===== config.mk =====
export PLATFORM = sky130hd
export DESIGN_NAME = mecanum_wheel_speed_pid_control_flat
export DESIGN_NICKNAME = d
export VERILOG_FILES = /design/src/hdl/mwpid_pkg.sv /design/src/hdl/mwpid_cmd_if.sv /design/src/hdl/mwpid_drv_if.sv /design/src/hdl/mwpid_cfg_if.sv /design/src/hdl/mwpid_mul.sv /design/src/hdl/mwpid_div.sv /design/src/hdl/mecanum_wheel_speed_pid_control.sv /design/src/flat_wrapper.sv
export SDC_FILE = /design/constraint.sdc
export NUM_CORES = 2
export LEC_CHECK = 0
export BUFFER_PORTS_ARGS = -buffer_cell sky130_fd_sc_hd__buf_2
export CELL_PAD_IN_SITES_DETAIL_PLACEMENT = 0
export CELL_PAD_IN_SITES_GLOBAL_PLACEMENT = 2
export CORE_ASPECT_RATIO = 0.6
export CORE_MARGIN = 3
export CORE_UTILIZATION = 38
export DETAILED_ROUTE_END_ITERATION = 8
export MAX_ROUTING_LAYER = met4
export PLACE_DENSITY = 0.87
export SLEW_MARGIN = 20
export SYNTH_ARGS = -nofsm -noshare
export SYNTH_HDL_FRONTEND = slang
export SYNTH_SLANG_ARGS = --single-unit

===== constraint.sdc =====
create_clock -name clk_i -period 10.9 [get_ports clk_i]
set_input_delay 0 -clock clk_i [delete_from_list [all_inputs] [get_ports clk_i]]
set_output_delay 0 -clock clk_i [all_outputs]
set_load 0.01 [all_outputs]

===== src/hdl/mwpid_pkg.sv =====
// ============================================================================
// mwpid_pkg
// Shared constants and request types of the mecanum wheel speed controller.
// ============================================================================
package mwpid_pkg;

  // Configuration register indexes
  localparam int unsigned CFG_IDX_W = 4;
  localparam logic [CFG_IDX_W-1:0] CFG_PROP_GAIN    = 4'd0;
  localparam logic [CFG_IDX_W-1:0] CFG_INTEG_GAIN   = 4'd1;
  localparam logic [CFG_IDX_W-1:0] CFG_DERIV_GAIN   = 4'd2;
  localparam logic [CFG_IDX_W-1:0] CFG_INTEG_LIMIT  = 4'd3;
  localparam logic [CFG_IDX_W-1:0] CFG_OUTPUT_LIMIT = 4'd4;
  localparam logic [CFG_IDX_W-1:0] CFG_SPEED_LIMIT  = 4'd5;
  localparam logic [CFG_IDX_W-1:0] CFG_FRONT_ROT    = 4'd6;
  localparam logic [CFG_IDX_W-1:0] CFG_REAR_ROT     = 4'd7;

  // Serial multiplier: unsigned gain times unsigned magnitude
  localparam int unsigned MUL_GAIN_W = 32;
  localparam int unsigned MUL_MAG_W  = 33;
  localparam int unsigned MUL_PROD_W = MUL_GAIN_W + MUL_MAG_W;

  // Serial scaler: floor(a * lim / m)
  localparam int unsigned DIV_MAG_W = 47;
  localparam int unsigned DIV_LIM_W = 31;

  typedef struct packed {
    logic                  start;
    logic [MUL_GAIN_W-1:0] gain;
    logic [MUL_MAG_W-1:0]  mag;
  } mul_req_t;

  typedef struct packed {
    logic                 start;
    logic [DIV_MAG_W-1:0] a;
    logic [DIV_LIM_W-1:0] lim;
    logic [DIV_MAG_W-1:0] m;
  } div_req_t;

endpackage


===== src/hdl/mwpid_cmd_if.sv =====
// ============================================================================
// mwpid_cmd_if
// Chassis target and measured wheel speed channel.
// ============================================================================
interface mwpid_cmd_if;
  logic               valid;
  logic               ready;
  logic signed [31:0] target_vx;
  logic signed [31:0] target_vy;
  logic signed [31:0] target_wz;
  logic signed [31:0] meas_speed_0;
  logic signed [31:0] meas_speed_1;
  logic signed [31:0] meas_speed_2;
  logic signed [31:0] meas_speed_3;

  modport source (output valid, target_vx, target_vy, target_wz, meas_speed_0,
                  meas_speed_1, meas_speed_2, meas_speed_3, input ready);
  modport sink   (input valid, target_vx, target_vy, target_wz, meas_speed_0,
                  meas_speed_1, meas_speed_2, meas_speed_3, output ready);
endinterface


===== src/hdl/mwpid_drv_if.sv =====
// ============================================================================
// mwpid_drv_if
// Wheel drive current channel.
// ============================================================================
interface mwpid_drv_if;
  logic               valid;
  logic               ready;
  logic signed [15:0] drive_current_0;
  logic signed [15:0] drive_current_1;
  logic signed [15:0] drive_current_2;
  logic signed [15:0] drive_current_3;

  modport source (output valid, drive_current_0, drive_current_1, drive_current_2,
                  drive_current_3, input ready);
  modport sink   (input valid, drive_current_0, drive_current_1, drive_current_2,
                  drive_current_3, output ready);
endinterface


===== src/hdl/mwpid_cfg_if.sv =====
// ============================================================================
// mwpid_cfg_if
// Configuration register write channel.
// ============================================================================
interface mwpid_cfg_if;
  logic        valid;
  logic        ready;
  logic [3:0]  index;
  logic [31:0] data;

  modport source (output valid, index, data, input ready);
  modport sink   (input valid, index, data, output ready);
endinterface


===== src/hdl/mwpid_mul.sv =====
// ============================================================================
// mwpid_mul
// Bit-serial shift-add multiplier, one gain bit per cycle, LSB first.
// ============================================================================
module mwpid_mul (
  input  logic                                clk_i,
  input  logic                                rst_ni,
  input  mwpid_pkg::mul_req_t                 req_i,
  output logic                                done_o,
  output logic [mwpid_pkg::MUL_PROD_W-1:0]    prod_o
);

  localparam int unsigned GW = mwpid_pkg::MUL_GAIN_W;
  localparam int unsigned MW = mwpid_pkg::MUL_MAG_W;
  localparam int unsigned CW = $clog2(GW);

  logic [GW+MW-1:0] prod_q;
  logic [MW-1:0]    mag_q;
  logic [CW-1:0]    cnt_q;
  logic             busy_q;
  logic             done_q;
  logic [MW:0]      sum;

  assign sum = {1'b0, prod_q[GW+MW-1:GW]} + (prod_q[0] ? {1'b0, mag_q} : '0);

  always_ff @(posedge clk_i or negedge rst_ni) begin
    if (!rst_ni) begin
      busy_q <= 1'b0;
      done_q <= 1'b0;
      cnt_q  <= '0;
    end else begin
      done_q <= 1'b0;
      if (req_i.start) begin
        busy_q <= 1'b1;
        cnt_q  <= '0;
      end else if (busy_q) begin
        cnt_q <= cnt_q + 1'b1;
        if (cnt_q == CW'(GW - 1)) begin
          busy_q <= 1'b0;
          done_q <= 1'b1;
        end
      end
    end
  end

  // shift the partial product right, add the magnitude on a set gain bit
  always_ff @(posedge clk_i) begin
    if (req_i.start) begin
      prod_q <= {{MW{1'b0}}, req_i.gain};
      mag_q  <= req_i.mag;
    end else if (busy_q) begin
      prod_q <= {sum, prod_q[GW-1:1]};
    end
  end

  assign done_o = done_q;
  assign prod_o = prod_q;

endmodule


===== src/hdl/mwpid_div.sv =====
// ============================================================================
// mwpid_div
// Bit-serial proportional scaler: floor(a * lim / m), one lim bit per cycle.
// ============================================================================
module mwpid_div (
  input  logic                             clk_i,
  input  logic                             rst_ni,
  input  mwpid_pkg::div_req_t              req_i,
  output logic                             done_o,
  output logic [mwpid_pkg::DIV_LIM_W-1:0]  quot_o
);

  localparam int unsigned AW = mwpid_pkg::DIV_MAG_W;
  localparam int unsigned LW = mwpid_pkg::DIV_LIM_W;
  localparam int unsigned CW = $clog2(LW);

  logic [AW-1:0] a_q, m_q, rem_q;
  logic [LW-1:0] lim_q;
  logic [LW:0]   quot_q;
  logic [CW-1:0] cnt_q;
  logic          busy_q;
  logic          done_q;

  logic [AW+1:0] rp, m1, m2, rnext;
  logic [1:0]    digit;

  // remainder stays below m; 2r + a stays below 3m
  always_comb begin
    rp = {1'b0, rem_q, 1'b0} + (lim_q[LW-1] ? {2'b00, a_q} : '0);
    m1 = {2'b00, m_q};
    m2 = {1'b0, m_q, 1'b0};
    if (rp >= m2) begin
      rnext = rp - m2;
      digit = 2'd2;
    end else if (rp >= m1) begin
      rnext = rp - m1;
      digit = 2'd1;
    end else begin
      rnext = rp;
      digit = 2'd0;
    end
  end

  always_ff @(posedge clk_i or negedge rst_ni) begin
    if (!rst_ni) begin
      busy_q <= 1'b0;
      done_q <= 1'b0;
      cnt_q  <= '0;
    end else begin
      done_q <= 1'b0;
      if (req_i.start) begin
        busy_q <= 1'b1;
        cnt_q  <= '0;
      end else if (busy_q) begin
        cnt_q <= cnt_q + 1'b1;
        if (cnt_q == CW'(LW - 1)) begin
          busy_q <= 1'b0;
          done_q <= 1'b1;
        end
      end
    end
  end

  always_ff @(posedge clk_i) begin
    if (req_i.start) begin
      a_q    <= req_i.a;
      m_q    <= req_i.m;
      lim_q  <= req_i.lim;
      rem_q  <= '0;
      quot_q <= '0;
    end else if (busy_q) begin
      rem_q  <= rnext[AW-1:0];
      quot_q <= {quot_q[LW-1:0], 1'b0} + {{(LW-1){1'b0}}, digit};
      lim_q  <= {lim_q[LW-2:0], 1'b0};
    end
  end

  assign done_o = done_q;
  assign quot_o = quot_q[LW-1:0];

endmodule


===== src/hdl/mecanum_wheel_speed_pid_control.sv =====
// ============================================================================
// mecanum_wheel_speed_pid_control
// Mecanum wheel mixing, proportional speed limiting and four positional PIDs.
// ============================================================================
//
//   channel  dir  payload                                   transaction
//   cmd_i    in   vx, vy, wz, four measured wheel speeds     one control tick
//   drv_o    out  four signed 16-bit drive currents          one per tick
//   cfg_i    in   register index, 32-bit write data          one register write
//
// The one bit-serial multiplier does fourteen multiplies per tick: two rotation
// products, then P, I and D per wheel. When the wheel targets exceed the speed
// limit, each wheel target is also scaled in the bit-serial scaler.
// Reset clears the gains, sets both clamps to 32767 and the speed limit to
// 4.0, and zeroes the integrators and stored errors.
// A new tick is taken while the last result waits on drv_o; the finish step
// holds until the output register is free.
// ============================================================================
module mecanum_wheel_speed_pid_control (
  input  logic  clk_i,
  input  logic  rst_ni,
  mwpid_cmd_if.sink   cmd_i,
  mwpid_drv_if.source drv_o,
  mwpid_cfg_if.sink   cfg_i
);

  // sequencer states
  localparam logic [3:0] ST_IDLE = 4'd0;
  localparam logic [3:0] ST_MULF = 4'd1;   // front rotation product
  localparam logic [3:0] ST_MULR = 4'd2;   // rear rotation product
  localparam logic [3:0] ST_MIX  = 4'd3;   // one wheel target per cycle
  localparam logic [3:0] ST_CHK  = 4'd4;
  localparam logic [3:0] ST_DIV  = 4'd5;   // scale each wheel target
  localparam logic [3:0] ST_ERR  = 4'd6;
  localparam logic [3:0] ST_MP   = 4'd7;
  localparam logic [3:0] ST_MI   = 4'd8;
  localparam logic [3:0] ST_INT  = 4'd9;
  localparam logic [3:0] ST_MD   = 4'd10;
  localparam logic [3:0] ST_OUT  = 4'd11;
  localparam logic [3:0] ST_FIN  = 4'd12;

  localparam logic signed [48:0] ERR_MAX = 49'sd2147483647;
  localparam logic signed [48:0] ERR_MIN = -49'sd2147483648;

  // configuration
  logic [31:0]        prop_gain_q, integ_gain_q, deriv_gain_q;
  logic [14:0]        integ_limit_q, output_limit_q;
  logic [30:0]        speed_limit_q;
  logic signed [31:0] front_rot_q, rear_rot_q;

  // control
  logic [3:0] state_q, state_d;
  logic [1:0] wheel_q;
  logic       mul_run_q, div_run_q;
  logic       out_valid_q;
  logic       cmd_acc, out_free;

  // datapath
  logic signed [31:0] vx_q, vy_q, wz_q;
  logic signed [31:0] meas_q   [4];
  logic signed [47:0] rf_q, rr_q;
  logic signed [47:0] tgt_q    [4];
  logic [46:0]        max_q;
  logic signed [31:0] err_q;
  logic signed [32:0] ediff_q;
  logic signed [49:0] p_q, ip_q, d_q;
  logic signed [31:0] integ_q  [4];
  logic signed [31:0] prev_q   [4];
  logic signed [15:0] cur_q    [4];
  logic signed [15:0] out_q    [4];

  // unit handshakes
  mwpid_pkg::mul_req_t mul_req;
  mwpid_pkg::div_req_t div_req;
  logic                                mul_done, div_done;
  logic [mwpid_pkg::MUL_PROD_W-1:0]    mul_prod;
  logic [mwpid_pkg::DIV_LIM_W-1:0]     div_quot;
  logic                                mul_neg;
  logic signed [49:0]                  prod_sgn;

  assign cmd_acc  = cmd_i.valid && cmd_i.ready;
  assign out_free = !out_valid_q || drv_o.ready;
  assign cmd_i.ready = (state_q == ST_IDLE);
  assign cfg_i.ready = 1'b1;

  // --------------------------------------------------------------------------
  // Operand magnitudes
  // --------------------------------------------------------------------------
  logic [31:0] front_mag, rear_mag, wz_mag, err_mag;
  logic [32:0] ediff_mag;

  assign front_mag = front_rot_q[31] ? 32'(-front_rot_q) : 32'(front_rot_q);
  assign rear_mag  = rear_rot_q[31]  ? 32'(-rear_rot_q)  : 32'(rear_rot_q);
  assign wz_mag    = wz_q[31]        ? 32'(-wz_q)        : 32'(wz_q);
  assign err_mag   = err_q[31]       ? 32'(-err_q)       : 32'(err_q);
  assign ediff_mag = ediff_q[32]     ? 33'(-ediff_q)     : 33'(ediff_q);

  // Route the multiplier by phase; the operand registers stay put while it runs
  always_comb begin
    mul_req.start = 1'b0;
    mul_req.gain  = '0;
    mul_req.mag   = '0;
    mul_neg       = 1'b0;
    case (state_q)
      ST_MULF: begin
        mul_req.gain = front_mag;
        mul_req.mag  = {1'b0, wz_mag};
        mul_neg      = front_rot_q[31] ^ wz_q[31];
      end
      ST_MULR: begin
        mul_req.gain = rear_mag;
        mul_req.mag  = {1'b0, wz_mag};
        mul_neg      = rear_rot_q[31] ^ wz_q[31];
      end
      ST_MP: begin
        mul_req.gain = prop_gain_q;
        mul_req.mag  = {1'b0, err_mag};
        mul_neg      = err_q[31];
      end
      ST_MI: begin
        mul_req.gain = integ_gain_q;
        mul_req.mag  = {1'b0, err_mag};
        mul_neg      = err_q[31];
      end
      ST_MD: begin
        mul_req.gain = deriv_gain_q;
        mul_req.mag  = ediff_mag;
        mul_neg      = ediff_q[32];
      end
      default: begin
      end
    endcase
    if ((state_q == ST_MULF || state_q == ST_MULR || state_q == ST_MP ||
         state_q == ST_MI || state_q == ST_MD) && !mul_run_q) begin
      mul_req.start = 1'b1;
    end
  end

  // Q16.16 product, truncated toward zero, sign restored
  assign prod_sgn = mul_neg ? -$signed({1'b0, mul_prod[64:16]})
                            :  $signed({1'b0, mul_prod[64:16]});

  mwpid_mul u_mul (
    .clk_i  (clk_i),
    .rst_ni (rst_ni),
    .req_i  (mul_req),
    .done_o (mul_done),
    .prod_o (mul_prod)
  );

  // --------------------------------------------------------------------------
  // Mixing and scaling
  // --------------------------------------------------------------------------
  logic signed [47:0] vx48, vy48, tmix, tcur;
  logic [46:0]        tmix_mag, tcur_mag;

  assign vx48 = 48'(vx_q);
  assign vy48 = 48'(vy_q);

  always_comb begin
    case (wheel_q)
      2'd0:    tmix = -vx48 - vy48 + rf_q;
      2'd1:    tmix =  vx48 - vy48 + rf_q;
      2'd2:    tmix =  vx48 + vy48 + rr_q;
      2'd3:    tmix = -vx48 + vy48 + rr_q;
      default: tmix = '0;
    endcase
  end

  assign tmix_mag = tmix[47] ? 47'(-tmix) : 47'(tmix);
  assign tcur     = tgt_q[wheel_q];
  assign tcur_mag = tcur[47] ? 47'(-tcur) : 47'(tcur);

  assign div_req.start = (state_q == ST_DIV) && !div_run_q;
  assign div_req.a     = tcur_mag;
  assign div_req.lim   = speed_limit_q;
  assign div_req.m     = max_q;

  mwpid_div u_div (
    .clk_i  (clk_i),
    .rst_ni (rst_ni),
    .req_i  (div_req),
    .done_o (div_done),
    .quot_o (div_quot)
  );

  // --------------------------------------------------------------------------
  // Error, integrator and output clamps
  // --------------------------------------------------------------------------
  logic signed [48:0] ediff49;
  logic signed [31:0] err_sat;
  logic signed [50:0] isum, ilim;
  logic signed [31:0] integ_new;
  logic signed [51:0] osum, olim, oclamp;
  logic signed [31:0] o32, omag;
  logic [14:0]        cmag;
  logic signed [15:0] cur_new;

  // targets are within the speed limit here, so 49 bits hold the difference
  assign ediff49 = 49'(tcur) - 49'(meas_q[wheel_q]);

  always_comb begin
    if (ediff49 > ERR_MAX) begin
      err_sat = 32'sh7FFF_FFFF;
    end else if (ediff49 < ERR_MIN) begin
      err_sat = 32'sh8000_0000;
    end else begin
      err_sat = ediff49[31:0];
    end
  end

  assign isum = 51'(integ_q[wheel_q]) + 51'(ip_q);
  assign ilim = $signed({20'b0, integ_limit_q, 16'b0});

  always_comb begin
    if (isum > ilim) begin
      integ_new = ilim[31:0];
    end else if (isum < -ilim) begin
      integ_new = 32'(-ilim);
    end else begin
      integ_new = isum[31:0];
    end
  end

  assign osum = 52'(p_q) + 52'(integ_q[wheel_q]) + 52'(d_q);
  assign olim = $signed({21'b0, output_limit_q, 16'b0});

  always_comb begin
    if (osum > olim) begin
      oclamp = olim;
    end else if (osum < -olim) begin
      oclamp = -olim;
    end else begin
      oclamp = osum;
    end
  end

  // drop the fraction toward zero
  assign o32     = oclamp[31:0];
  assign omag    = o32[31] ? -o32 : o32;
  assign cmag    = omag[30:16];
  assign cur_new = o32[31] ? -$signed({1'b0, cmag}) : $signed({1'b0, cmag});

  // --------------------------------------------------------------------------
  // Sequencer
  // --------------------------------------------------------------------------
  always_comb begin
    state_d = state_q;
    case (state_q)
      ST_IDLE: if (cmd_acc) state_d = ST_MULF;
      ST_MULF: if (mul_done) state_d = ST_MULR;
      ST_MULR: if (mul_done) state_d = ST_MIX;
      ST_MIX:  if (wheel_q == 2'd3) state_d = ST_CHK;
      ST_CHK: begin
        if (max_q > {16'b0, speed_limit_q}) begin
          state_d = ST_DIV;
        end else begin
          state_d = ST_ERR;
        end
      end
      ST_DIV:  if (div_done && wheel_q == 2'd3) state_d = ST_ERR;
      ST_ERR:  state_d = ST_MP;
      ST_MP:   if (mul_done) state_d = ST_MI;
      ST_MI:   if (mul_done) state_d = ST_INT;
      ST_INT:  state_d = ST_MD;
      ST_MD:   if (mul_done) state_d = ST_OUT;
      ST_OUT: begin
        if (wheel_q == 2'd3) begin
          state_d = ST_FIN;
        end else begin
          state_d = ST_ERR;
        end
      end
      ST_FIN:  if (out_free) state_d = ST_IDLE;
      default: state_d = ST_IDLE;
    endcase
  end

  // control state, configuration and PID state
  always_ff @(posedge clk_i or negedge rst_ni) begin
    if (!rst_ni) begin
      state_q        <= ST_IDLE;
      wheel_q        <= '0;
      mul_run_q      <= 1'b0;
      div_run_q      <= 1'b0;
      out_valid_q    <= 1'b0;
      prop_gain_q    <= '0;
      integ_gain_q   <= '0;
      deriv_gain_q   <= '0;
      integ_limit_q  <= 15'd32767;
      output_limit_q <= 15'd32767;
      speed_limit_q  <= 31'd262144;
      front_rot_q    <= '0;
      rear_rot_q     <= '0;
      for (int i = 0; i < 4; i++) begin
        integ_q[i] <= '0;
        prev_q[i]  <= '0;
      end
    end else begin
      state_q <= state_d;

      if (mul_req.start) begin
        mul_run_q <= 1'b1;
      end else if (mul_done) begin
        mul_run_q <= 1'b0;
      end
      if (div_req.start) begin
        div_run_q <= 1'b1;
      end else if (div_done) begin
        div_run_q <= 1'b0;
      end

      // wheel index wraps back to 0 at the end of each pass
      if (cmd_acc) begin
        wheel_q <= '0;
      end else if (state_q == ST_MIX || state_q == ST_OUT ||
                   (state_q == ST_DIV && div_done)) begin
        wheel_q <= wheel_q + 1'b1;
      end

      if (state_q == ST_ERR) begin
        prev_q[wheel_q] <= err_sat;
      end
      if (state_q == ST_INT) begin
        integ_q[wheel_q] <= integ_new;
      end

      // output register: load on finish, release on a taken transaction
      if (state_q == ST_FIN && out_free) begin
        out_valid_q <= 1'b1;
      end else if (drv_o.ready) begin
        out_valid_q <= 1'b0;
      end

      if (cfg_i.valid && cfg_i.ready) begin
        case (cfg_i.index)
          mwpid_pkg::CFG_PROP_GAIN:    prop_gain_q    <= cfg_i.data;
          mwpid_pkg::CFG_INTEG_GAIN:   integ_gain_q   <= cfg_i.data;
          mwpid_pkg::CFG_DERIV_GAIN:   deriv_gain_q   <= cfg_i.data;
          mwpid_pkg::CFG_INTEG_LIMIT:  integ_limit_q  <= cfg_i.data[14:0];
          mwpid_pkg::CFG_OUTPUT_LIMIT: output_limit_q <= cfg_i.data[14:0];
          mwpid_pkg::CFG_SPEED_LIMIT:  speed_limit_q  <= cfg_i.data[30:0];
          mwpid_pkg::CFG_FRONT_ROT:    front_rot_q    <= cfg_i.data;
          mwpid_pkg::CFG_REAR_ROT:     rear_rot_q     <= cfg_i.data;
          default: begin
          end
        endcase
      end
    end
  end

  // payload registers
  always_ff @(posedge clk_i) begin
    case (state_q)
      ST_IDLE: begin
        if (cmd_acc) begin
          vx_q      <= cmd_i.target_vx;
          vy_q      <= cmd_i.target_vy;
          wz_q      <= cmd_i.target_wz;
          meas_q[0] <= cmd_i.meas_speed_0;
          meas_q[1] <= cmd_i.meas_speed_1;
          meas_q[2] <= cmd_i.meas_speed_2;
          meas_q[3] <= cmd_i.meas_speed_3;
          max_q     <= '0;
        end
      end
      ST_MULF: if (mul_done) rf_q <= prod_sgn[47:0];
      ST_MULR: if (mul_done) rr_q <= prod_sgn[47:0];
      ST_MIX: begin
        tgt_q[wheel_q] <= tmix;
        if (tmix_mag > max_q) max_q <= tmix_mag;
      end
      ST_DIV: begin
        if (div_done) begin
          tgt_q[wheel_q] <= tcur[47] ? -48'(div_quot) : 48'(div_quot);
        end
      end
      ST_ERR: begin
        err_q   <= err_sat;
        ediff_q <= 33'(err_sat) - 33'(prev_q[wheel_q]);
      end
      ST_MP:  if (mul_done) p_q  <= prod_sgn;
      ST_MI:  if (mul_done) ip_q <= prod_sgn;
      ST_MD:  if (mul_done) d_q  <= prod_sgn;
      ST_OUT: cur_q[wheel_q] <= cur_new;
      ST_FIN: if (out_free) out_q <= cur_q;
      default: begin
      end
    endcase
  end

  assign drv_o.valid           = out_valid_q;
  assign drv_o.drive_current_0 = out_q[0];
  assign drv_o.drive_current_1 = out_q[1];
  assign drv_o.drive_current_2 = out_q[2];
  assign drv_o.drive_current_3 = out_q[3];

endmodule


===== src/flat_wrapper.sv =====
// flat-port wrapper written by rule: the top's interface ports become plain ports
module mecanum_wheel_speed_pid_control_flat 
  (clk_i, rst_ni, cmd_i_valid, cmd_i_target_vx, cmd_i_target_vy, cmd_i_target_wz, cmd_i_meas_speed_0, cmd_i_meas_speed_1, cmd_i_meas_speed_2, cmd_i_meas_speed_3, cmd_i_ready, drv_o_valid, drv_o_drive_current_0, drv_o_drive_current_1, drv_o_drive_current_2, drv_o_drive_current_3, drv_o_ready, cfg_i_valid, cfg_i_index, cfg_i_data, cfg_i_ready);
  mwpid_cmd_if cmd_i_i ();
  mwpid_drv_if drv_o_i ();
  mwpid_cfg_if cfg_i_i ();
  input  logic clk_i;
  input  logic rst_ni;
  input wire logic [$bits(cmd_i_i.valid)-1:0] cmd_i_valid;
  input wire logic [$bits(cmd_i_i.target_vx)-1:0] cmd_i_target_vx;
  input wire logic [$bits(cmd_i_i.target_vy)-1:0] cmd_i_target_vy;
  input wire logic [$bits(cmd_i_i.target_wz)-1:0] cmd_i_target_wz;
  input wire logic [$bits(cmd_i_i.meas_speed_0)-1:0] cmd_i_meas_speed_0;
  input wire logic [$bits(cmd_i_i.meas_speed_1)-1:0] cmd_i_meas_speed_1;
  input wire logic [$bits(cmd_i_i.meas_speed_2)-1:0] cmd_i_meas_speed_2;
  input wire logic [$bits(cmd_i_i.meas_speed_3)-1:0] cmd_i_meas_speed_3;
  output wire logic [$bits(cmd_i_i.ready)-1:0] cmd_i_ready;
  output wire logic [$bits(drv_o_i.valid)-1:0] drv_o_valid;
  output wire logic [$bits(drv_o_i.drive_current_0)-1:0] drv_o_drive_current_0;
  output wire logic [$bits(drv_o_i.drive_current_1)-1:0] drv_o_drive_current_1;
  output wire logic [$bits(drv_o_i.drive_current_2)-1:0] drv_o_drive_current_2;
  output wire logic [$bits(drv_o_i.drive_current_3)-1:0] drv_o_drive_current_3;
  input wire logic [$bits(drv_o_i.ready)-1:0] drv_o_ready;
  input wire logic [$bits(cfg_i_i.valid)-1:0] cfg_i_valid;
  input wire logic [$bits(cfg_i_i.index)-1:0] cfg_i_index;
  input wire logic [$bits(cfg_i_i.data)-1:0] cfg_i_data;
  output wire logic [$bits(cfg_i_i.ready)-1:0] cfg_i_ready;
  assign cmd_i_i.valid = cmd_i_valid;
  assign cmd_i_i.target_vx = cmd_i_target_vx;
  assign cmd_i_i.target_vy = cmd_i_target_vy;
  assign cmd_i_i.target_wz = cmd_i_target_wz;
  assign cmd_i_i.meas_speed_0 = cmd_i_meas_speed_0;
  assign cmd_i_i.meas_speed_1 = cmd_i_meas_speed_1;
  assign cmd_i_i.meas_speed_2 = cmd_i_meas_speed_2;
  assign cmd_i_i.meas_speed_3 = cmd_i_meas_speed_3;
  assign cmd_i_ready = cmd_i_i.ready;
  assign drv_o_valid = drv_o_i.valid;
  assign drv_o_drive_current_0 = drv_o_i.drive_current_0;
  assign drv_o_drive_current_1 = drv_o_i.drive_current_1;
  assign drv_o_drive_current_2 = drv_o_i.drive_current_2;
  assign drv_o_drive_current_3 = drv_o_i.drive_current_3;
  assign drv_o_i.ready = drv_o_ready;
  assign cfg_i_i.valid = cfg_i_valid;
  assign cfg_i_i.index = cfg_i_index;
  assign cfg_i_i.data = cfg_i_data;
  assign cfg_i_ready = cfg_i_i.ready;
  mecanum_wheel_speed_pid_control u_core (.clk_i(clk_i), .rst_ni(rst_ni), .cmd_i(cmd_i_i), .drv_o(drv_o_i), .cfg_i(cfg_i_i));
endmodule

# After elaboration in Yosys (flattened, before gate mapping)
# Memories as Yosys holds them, arrays and structs flattened.
# Cells that the tools add are included.
[op_classes]
order_cmp = 12
n_eq_ne = 34
mux = 92
reduce_logical = 45
bitwise_logic = 4
add_sub_neg = 35
[op_table]
columns = ["cell", "n"]
rows = [
  ["two-way mux 32 bit", 17],
  ["two-way mux 47 bit", 7],
  ["case mux 65 bit (5 select lines)", 1],
  ["bitwise mux 128 bit", 2],
  ["adder 48 bit", 4],
  ["case mux 48 bit (4 select lines)", 1],
  ["binary-select mux 32 bit (select 2 bit)", 2],
  ["negator 32 bit", 4],
  ["two-way mux 48 bit", 2],
  ["negator 47 bit", 2],
  ["case mux 47 bit (2 select lines)", 1],
  ["subtractor 47 bit", 2],
  ["two-way mux 31 bit", 3],
  ["two-way mux 33 bit", 2],
  ["subtractor 32 x 32 -> 33 bit", 2],
  ["bitwise mux 64 bit", 1],
  ["demux 32 bit (select 2 bit)", 1],
  ["adder 51 x 50 -> 52 bit", 1],
  ["> comparator 52 x 32 -> 1 bit", 1],
  ["< comparator 52 bit", 1],
  ["negator 31 -> 52 bit", 1],
  ["case mux 4 bit (13 select lines)", 1],
  ["adder 32 x 50 -> 51 bit", 1],
  ["adder 50 x 32 -> 51 bit", 1],
  ["other kinds (56)", 161],
]
[word_totals]
ramBits = 320
word_cells = 278
mem_count = 2
regBits = 1383
output_inout_bits = 67
[memory_table]
columns = ["memory", "words", "word_bits", "rd", "rd_clocked_by_memory_dff", "wr", "line_no", "source"]
rows = [
  ["u_core.tgt_q", 4, 48, 1, 0, 1, "mecanum_wheel_speed_pid_control.sv:62", "logic signed [47:0] tgt_q [4];"],
  ["u_core.meas_q", 4, 32, 1, 0, 4, "mecanum_wheel_speed_pid_control.sv:60", "logic signed [31:0] meas_q [4];"],
]

# Logic depth before layout (Yosys ltp)
[logic_depth]
word_depth = 14
depth_mapped = 52
depth_no_buf = 51

# Modules after synthesis
# Synthesis repeated with hierarchy kept, for this count alone.
[unflattened]
hier_cells = 10764
hier_area_um2 = 112960.8
[by_module_without_submodules]
columns = ["mod", "seq_area_each_um2", "cells_per_inst", "n_inst", "area_per_inst_um2"]
rows = [
  ["mecanum_wheel_speed_pid_control", 39286.4, 8411, 1, 90933.5],
  ["mwpid_div", 5490.3, 1796, 1, 16144.2],
  ["mwpid_mul", 2787.7, 557, 1, 5883.1],
]

# Worst setup path before layout
# No wires, ideal clock.
[synth_path]
kind = "register to register"
from = "register u_core.wheel_q[0]"
to = "register u_core.cur_q[10] (netlist bit), data pin"
stages_incl_launch_ff = 39
setup_slack_ns = -0.435
setup_ns = 0.283
synth_period_minus_slack_ns = 11.335
t_arrival_ns = 11.052
cell_sequence = "dfrtp_1 -> buf_1 -> buf_2 -> buf_2 -> buf_2 -> clkbuf_1 -> clkbuf_1 -> buf_2 -> buf_1 -> mux4_2 -> fa_1 -> ha_1 -> clkbuf_1 -> and3_1 -> nand4_1 -> o21a_1 -> o21ai_0 -> o31ai_2 -> [... 3 more ...] -> clkinv_1 -> ha_1 -> nor4b_1 -> o2111ai_1 -> a21oi_1 -> a21oi_1 -> clkbuf_1 -> buf_1 -> clkbuf_1 -> o21ai_0 -> mux2_2 -> inv_1 -> ha_1 -> a211o_1 -> a31oi_1 -> a211oi_2 -> mux2i_1 -> xnor2_1"
[synth_between]
elab_chain_len = 14
elab_cells_between_ends = 20
classes_between = "4 x add/sub; 4 x order compare; 10 x mux; 1 x bitwise; 1 x reduce/logical"
[synth_lines]
columns = ["item", "line_no", "source"]
rows = [
  ["start: declaration", "mecanum_wheel_speed_pid_control.sv:53", "logic [1:0] wheel_q;"],
  ["start signal: assignment", "mecanum_wheel_speed_pid_control.sv:318", "wheel_q <= wheel_q + 1'b1;"],
  ["inverter 2 -> 3 bit (not written as such) (*)", "mecanum_wheel_speed_pid_control.sv:225", "assign osum = 52'(p_q) + 52'(integ_q[wheel_q]) + 52'(d_q);"],
  ["binary-select mux 32 bit (select 2 bit) (*)", "mecanum_wheel_speed_pid_control.sv:225", ""],
  ["two-way mux 32 bit (not written as such) (*) (2 in series)", "mecanum_wheel_speed_pid_control.sv:225", ""],
  ["adder 50 x 32 -> 51 bit (*)", "mecanum_wheel_speed_pid_control.sv:225", ""],
  ["adder 51 x 50 -> 52 bit (*)", "mecanum_wheel_speed_pid_control.sv:225", ""],
  ["< comparator 52 bit", "mecanum_wheel_speed_pid_control.sv:231", "end else if (osum < -olim) begin"],
  ["two-way mux 32 bit", "mecanum_wheel_speed_pid_control.sv:231", ""],
  ["two-way mux 32 bit (*)", "mecanum_wheel_speed_pid_control.sv:229", "if (osum > olim) begin"],
  ["negator 31 bit", "mecanum_wheel_speed_pid_control.sv:240", "assign omag = o32[31] ? -o32 : o32;"],
  ["two-way mux 31 bit", "mecanum_wheel_speed_pid_control.sv:240", ""],
  ["negator 15 -> 16 bit", "mecanum_wheel_speed_pid_control.sv:242", "assign cur_new = o32[31] ? -$signed({1'b0, cmag}) : $signed({1'b0, cmag});"],
  ["two-way mux 16 bit (*)", "mecanum_wheel_speed_pid_control.sv:242", ""],
  ["via u_core.cur_new[10]", "mecanum_wheel_speed_pid_control.sv:197", "logic signed [15:0] cur_new;"],
  ["bitwise mux 64 bit (*)", "mecanum_wheel_speed_pid_control.sv:385", "ST_OUT: cur_q[wheel_q] <= cur_new;"],
  ["end signal: indexed assignment", "mecanum_wheel_speed_pid_control.sv:385", ""],
  ["end: declaration", "mecanum_wheel_speed_pid_control.sv:69", "logic signed [15:0] cur_q [4];"],
]
# The timed path passes the listed nets; every way through them passes the cells marked *. The select of a mux whose other input is x is not followed.
# A chain may end at the register's enable or synchronous reset.

# Final worst setup path
[layout_path]
from = "register u_core.vx_q[3]"
to = "register u_core.max_q[25], enable pin"
[layout_between]
elab_cells_between_ends = 15
classes_between = "10 x add/sub; 1 x order compare; 1 x eq/ne; 2 x mux; 1 x reduce/logical"
[layout_lines]
columns = ["item", "line_no", "source"]
rows = [
  ["start: declaration", "mecanum_wheel_speed_pid_control.sv:59", "logic signed [31:0] vx_q, vy_q, wz_q;"],
  ["start signal: assignment", "mecanum_wheel_speed_pid_control.sv:357", "vx_q <= cmd_i.target_vx;"],
  ["negator 32 -> 48 bit", "mecanum_wheel_speed_pid_control.sv:162, mecanum_wheel_speed_pid_control.sv:165", ""],
  ["adder 48 x 32 -> 48 bit or subtractor 48 x 32 -> 48 bit (tied branches)", "mecanum_wheel_speed_pid_control.sv:165, mecanum_wheel_speed_pid_control.sv:162", ""],
  ["adder 48 bit, on equally long branches", "mecanum_wheel_speed_pid_control.sv:165, mecanum_wheel_speed_pid_control.sv:162", ""],
  ["case mux 48 bit (4 select lines) (*)", "mecanum_wheel_speed_pid_control.sv:161", "case (wheel_q)"],
  ["two-way mux 47 bit (*)", "mecanum_wheel_speed_pid_control.sv:170", "assign tmix_mag = tmix[47] ? 47'(-tmix) : 47'(tmix);"],
  ["via u_core.tmix_mag[1]", "mecanum_wheel_speed_pid_control.sv:155", "logic [46:0] tmix_mag, tcur_mag;"],
  ["> comparator 47 bit (*)", "mecanum_wheel_speed_pid_control.sv:371", "if (tmix_mag > max_q) max_q <= tmix_mag;"],
  ["inequality test 2 bit (no source line) (*)", "n/a", ""],
  ["AND reduction 3 bit (no source line) (*)", "n/a", ""],
  ["end signal: assignment", "mecanum_wheel_speed_pid_control.sv:371", ""],
  ["end: declaration", "mecanum_wheel_speed_pid_control.sv:63", "logic [46:0] max_q;"],
]
# The timed path passes the listed nets; every way through them passes the cells marked *.

==> impl_results.md <==
- Worst-Margin Slew: 1240 ps
- Distinct cells, synth: 121
- Worst setup path class: reg2reg
- Synth area leaders: edfxtp_1, dfrtp_1, ha_1
- Vias in the first global route: 91000
- Max Freq: 95.3 MHz
- Top FF cell, synth: edfxtp_1
- Leading area contributor after synthesis: edfxtp_1
- Crit end category: flop
- # clock sinks: 1703
- Sequential share of power: 0.226
- PD cells: 355 nW/um^2
- Worst-skew pair later-pin latency: 910 ps
- Tcrit/Tclk final: 0.963
- FF/Latch Area: 47600 um^2
- ANT nets after route: 0
- Port buffer count: 330
- Syn avg cell area: 10.3 um^2
- Row Count: 154
- Met1 Use GR: 0.434
- Hold slack final: 73.8 ps
- Routed len/inst: 26.4 um
- Cell Area, Placed: 123000 um^2
- Fin worst setup slack: 404 ps
- Max FO, Critical Path: 35
- Fill cells: 27500
- Wirelength, routed: 430 mm
- Initial core utilization: 0.385
- Final-report setup violation count: 0
- Die height: 430 um
- LEAKAGE: 54.9 nW
- WP data required: 11440 ps
- Min Tclk post-route: 10500 ps
- Clock skew: 122 ps
- FFs w/ async S/R, synth: 0.294
- Antenna violations before repair: 57
- Cell Count, Final, Fillers Out: 16300
- Deepest clock path buffer count: 4
- Max cap viols: 0
- Peak supply drop: 0.273 mV
- Drt first pass iters: 8
- Psw: 23.3 mW
- Die width: 712 um
- Violation count after the first detailed-route iteration: 12700
- Global-route wire length before repair: 622 mm
- Yosys top cell area share: 0.288
- Fin area: 135000 um^2
- Largest net degree at the start of global routing: 174
- Status: completed
- Min-Delay Path Class: in2reg
- Syn Inst Count: 11000
- Kind of start point of the critical path: flop
- Slowest stage delay, CP: 530 ps
- Drt drc: 0
- Post-synth EDFFs: 1092
- Area of the multi-input gates: 62700 um^2
- Vias/cell: 5.93
- Most Crowded Layer GR: met1
- Total placed cells including tap cells: 15400
- Htree depth: 4
- Worst-path clk slew: 70 ps
- Comb power frac: 0.638
- Sequential share of the synthesized area: 0.418
- Share of layout cells above drive strength 1: 0.146
- Clock power share: 0.136
- Fin. Hold Viols: 0
- Total GRT Usage: 0.278
- Clock root buffer: clkbuf_16
- Internal power: 24.5 mW
- Max Slew Vio Count: 0
- Crit path DAT: 11030 ps
- Grt met2 use: 0.350
- Pre-CTS setup slack: -495 ps
- Top-Level Pins: 332
- P&R area growth vs syn: 18.6%
- Switching Fraction: 0.487
- Syn nets: 12200
- Synth warn: 0
- Vias: 96400
- Core area: 296000 um^2
- Fin util: 0.456
- Yosys reg bits: 1703
- Crit path top cell by count: buf_4
- Post-DP HPWL: 326 mm
- Global route overflow: 0
- Met3 usage: 0.0808
- Setup TNS Final: 0 ps
- Die ar.: 306000 um^2
- Fin nets: 13300
- Cell Area, Synth: 114000 um^2
- GPL Wtd Cong: 0.989
- Worst slew margin: 0.165
- TritonCTS clock tree: built
- CTS buffer count: 183
- Total chip power: 47.8 mW
- Slowest cell on the critical path: or4_4
[state kept, by name, summed over array words and instances (netlist names), 48 cells and up]
signal	cells
u_core.rf_q	48
u_core.meas_q	128
u_core.p_q	50
u_core.tgt_q	192
u_core.cur_q	64
u_core.u_mul.prod_o	65
u_core.prev_q	128
u_core.rr_q	48
u_core.integ_q	128
u_core.ip_q	50
u_core.d_q	50
[cell usage after synthesis (all sizes together) (31+ instances only)]
cell and count:
mux2 214, a22oi 50, ha 815, nor2 706, inv 725, o21ai 673
xor2 302, mux4 143, dfxtp 111, a21oi 669, a22o 72, o211ai 89
clkbuf 366, a211o 33, or2 51, buf 70, a21o 269, a221o 134
dfstp 31, edfxtp 1092, nor3 231, nor2b 108, o21a 113, a31oi 121
nand2b 128, o41ai 42, and3 92, nor4 68, o21bai 72, nand4 114
or3 108, nand2 724, or4 51, mux2i 111, fa 157, dfrtp 469
xnor2 562, o31ai 127, a211oi 117, and2 171, nand3 200
[kinds of logic (layout without fill, tap and decap cells)]
family,after synthesis,after routing,share of synthesized area
AOI/OAI and AO/OA,2942,2942,0.173
xor gates and xnor gates,864,864,0.0667
adders and majority gates,972,972,0.117
buffers and inverters,1165,2420,0.0390
DFF,1703,1703,0.418
muxes,468,468,0.0593
other,1,26,0.0000330
and+or+nand+nor,2882,2882,0.126
[critical path, delay by kind of cell (launching register included)]
kind | cells | cell delay [ps]
AOI/OAI and AO/OA | 20 | 3730
xor gates and xnor gates | 1 | 200
adders and majority gates | 3 | 1110
buffers and inverters | 9 | 1370
DFF | 1 | 400
muxes | 2 | 590
and+or+nand+nor | 12 | 2760
[cells in the final DEF (no fill, tap or decap), drive strengths merged, types with 72 or more instances in the layout]
cell type / instances
nand2b: 128
a31oi: 121
a21oi: 669
a221o: 134
nand4: 114
and3: 92
fa: 157
o21a: 113
a21o: 269
a211oi: 117
edfxtp: 1092
buf: 863
dfrtp: 469
o21bai: 72
o31ai: 127
ha: 815
or3: 108
dlygate4sd3: 501
nand2: 724
mux2i: 111
nand3: 200
nor2b: 108
mux2: 214
mux4: 143
dfxtp: 111
xnor2: 562
and2: 171
xor2: 302
o21ai: 673
clkbuf: 232
nor3: 231
nor2: 706
inv: 744
a22o: 72
o211ai: 89
[what timing repair did]
action | 4_1_cts | 5_1_grt
endpoints found under the setup margin | 47 | 51
endpoints found under the hold margin | 568 | 2
setup buffers | 0 | 9
resized for setup | 15 | 49
pin swaps | 4 | 27
hold buffers | 500 | 2
[area by class of cell]
| class | instances | share of cell area |
|---|---|---|
| diodes | 25 | 0.000464 |
| repair buffers | 1364 | 0.0804 |
| clock inverters | 95 | 0.00749 |
| well taps | 3978 | 0.0369 |
| inverters | 729 | 0.0203 |
| multi-input cells | 8129 | 0.465 |
| clock buffers | 232 | 0.0369 |
| flip-flops and latches | 1703 | 0.353 |
[power groups by stage]
| stage | clock (mW) | combinational, mW | sequential (mW) |
|---|---|---|---|
| after floorplan | 0 | 19.5 | 10.2 |
| after CTS | 6.61 | 29.5 | 10.8 |
| after global placement | 0 | 28.7 | 10.8 |
| final | 6.51 | 30.5 | 10.8 |
| after detailed placement | 0 | 29.1 | 10.9 |
| after global routing | 6.87 | 33.0 | 10.9 |
[routing by layer]
metal	wire length, um	part of all wire
met5	0	0
met4	8010	0.019
met1	205000	0.48
met3	54200	0.13
met2	162000	0.38
[path summary, 6_finish.rpt]
path | endpoint | depth (start not counted) | slack (ps) | startpoint
max | u_core.max_q[25] | 47 | 400 | u_core.vx_q[3]
min | u_core.speed_limit_q[25] | 4 | 70 | cfg_i_data[25]
max in group asynchronous | u_core.integ_q[49] | 5 | 8820 | rst_ni
min in group asynchronous | u_core.prev_q[62] | 4 | 380 | rst_ni
min reg2reg | u_core.drv_o.drive_current_2[9] | 0 | 410 | u_core.cur_q[25]
max reg2reg | u_core.max_q[25] | 47 | 400 | u_core.vx_q[3]
No activity file was read; power rests on OpenSTA's default activity.
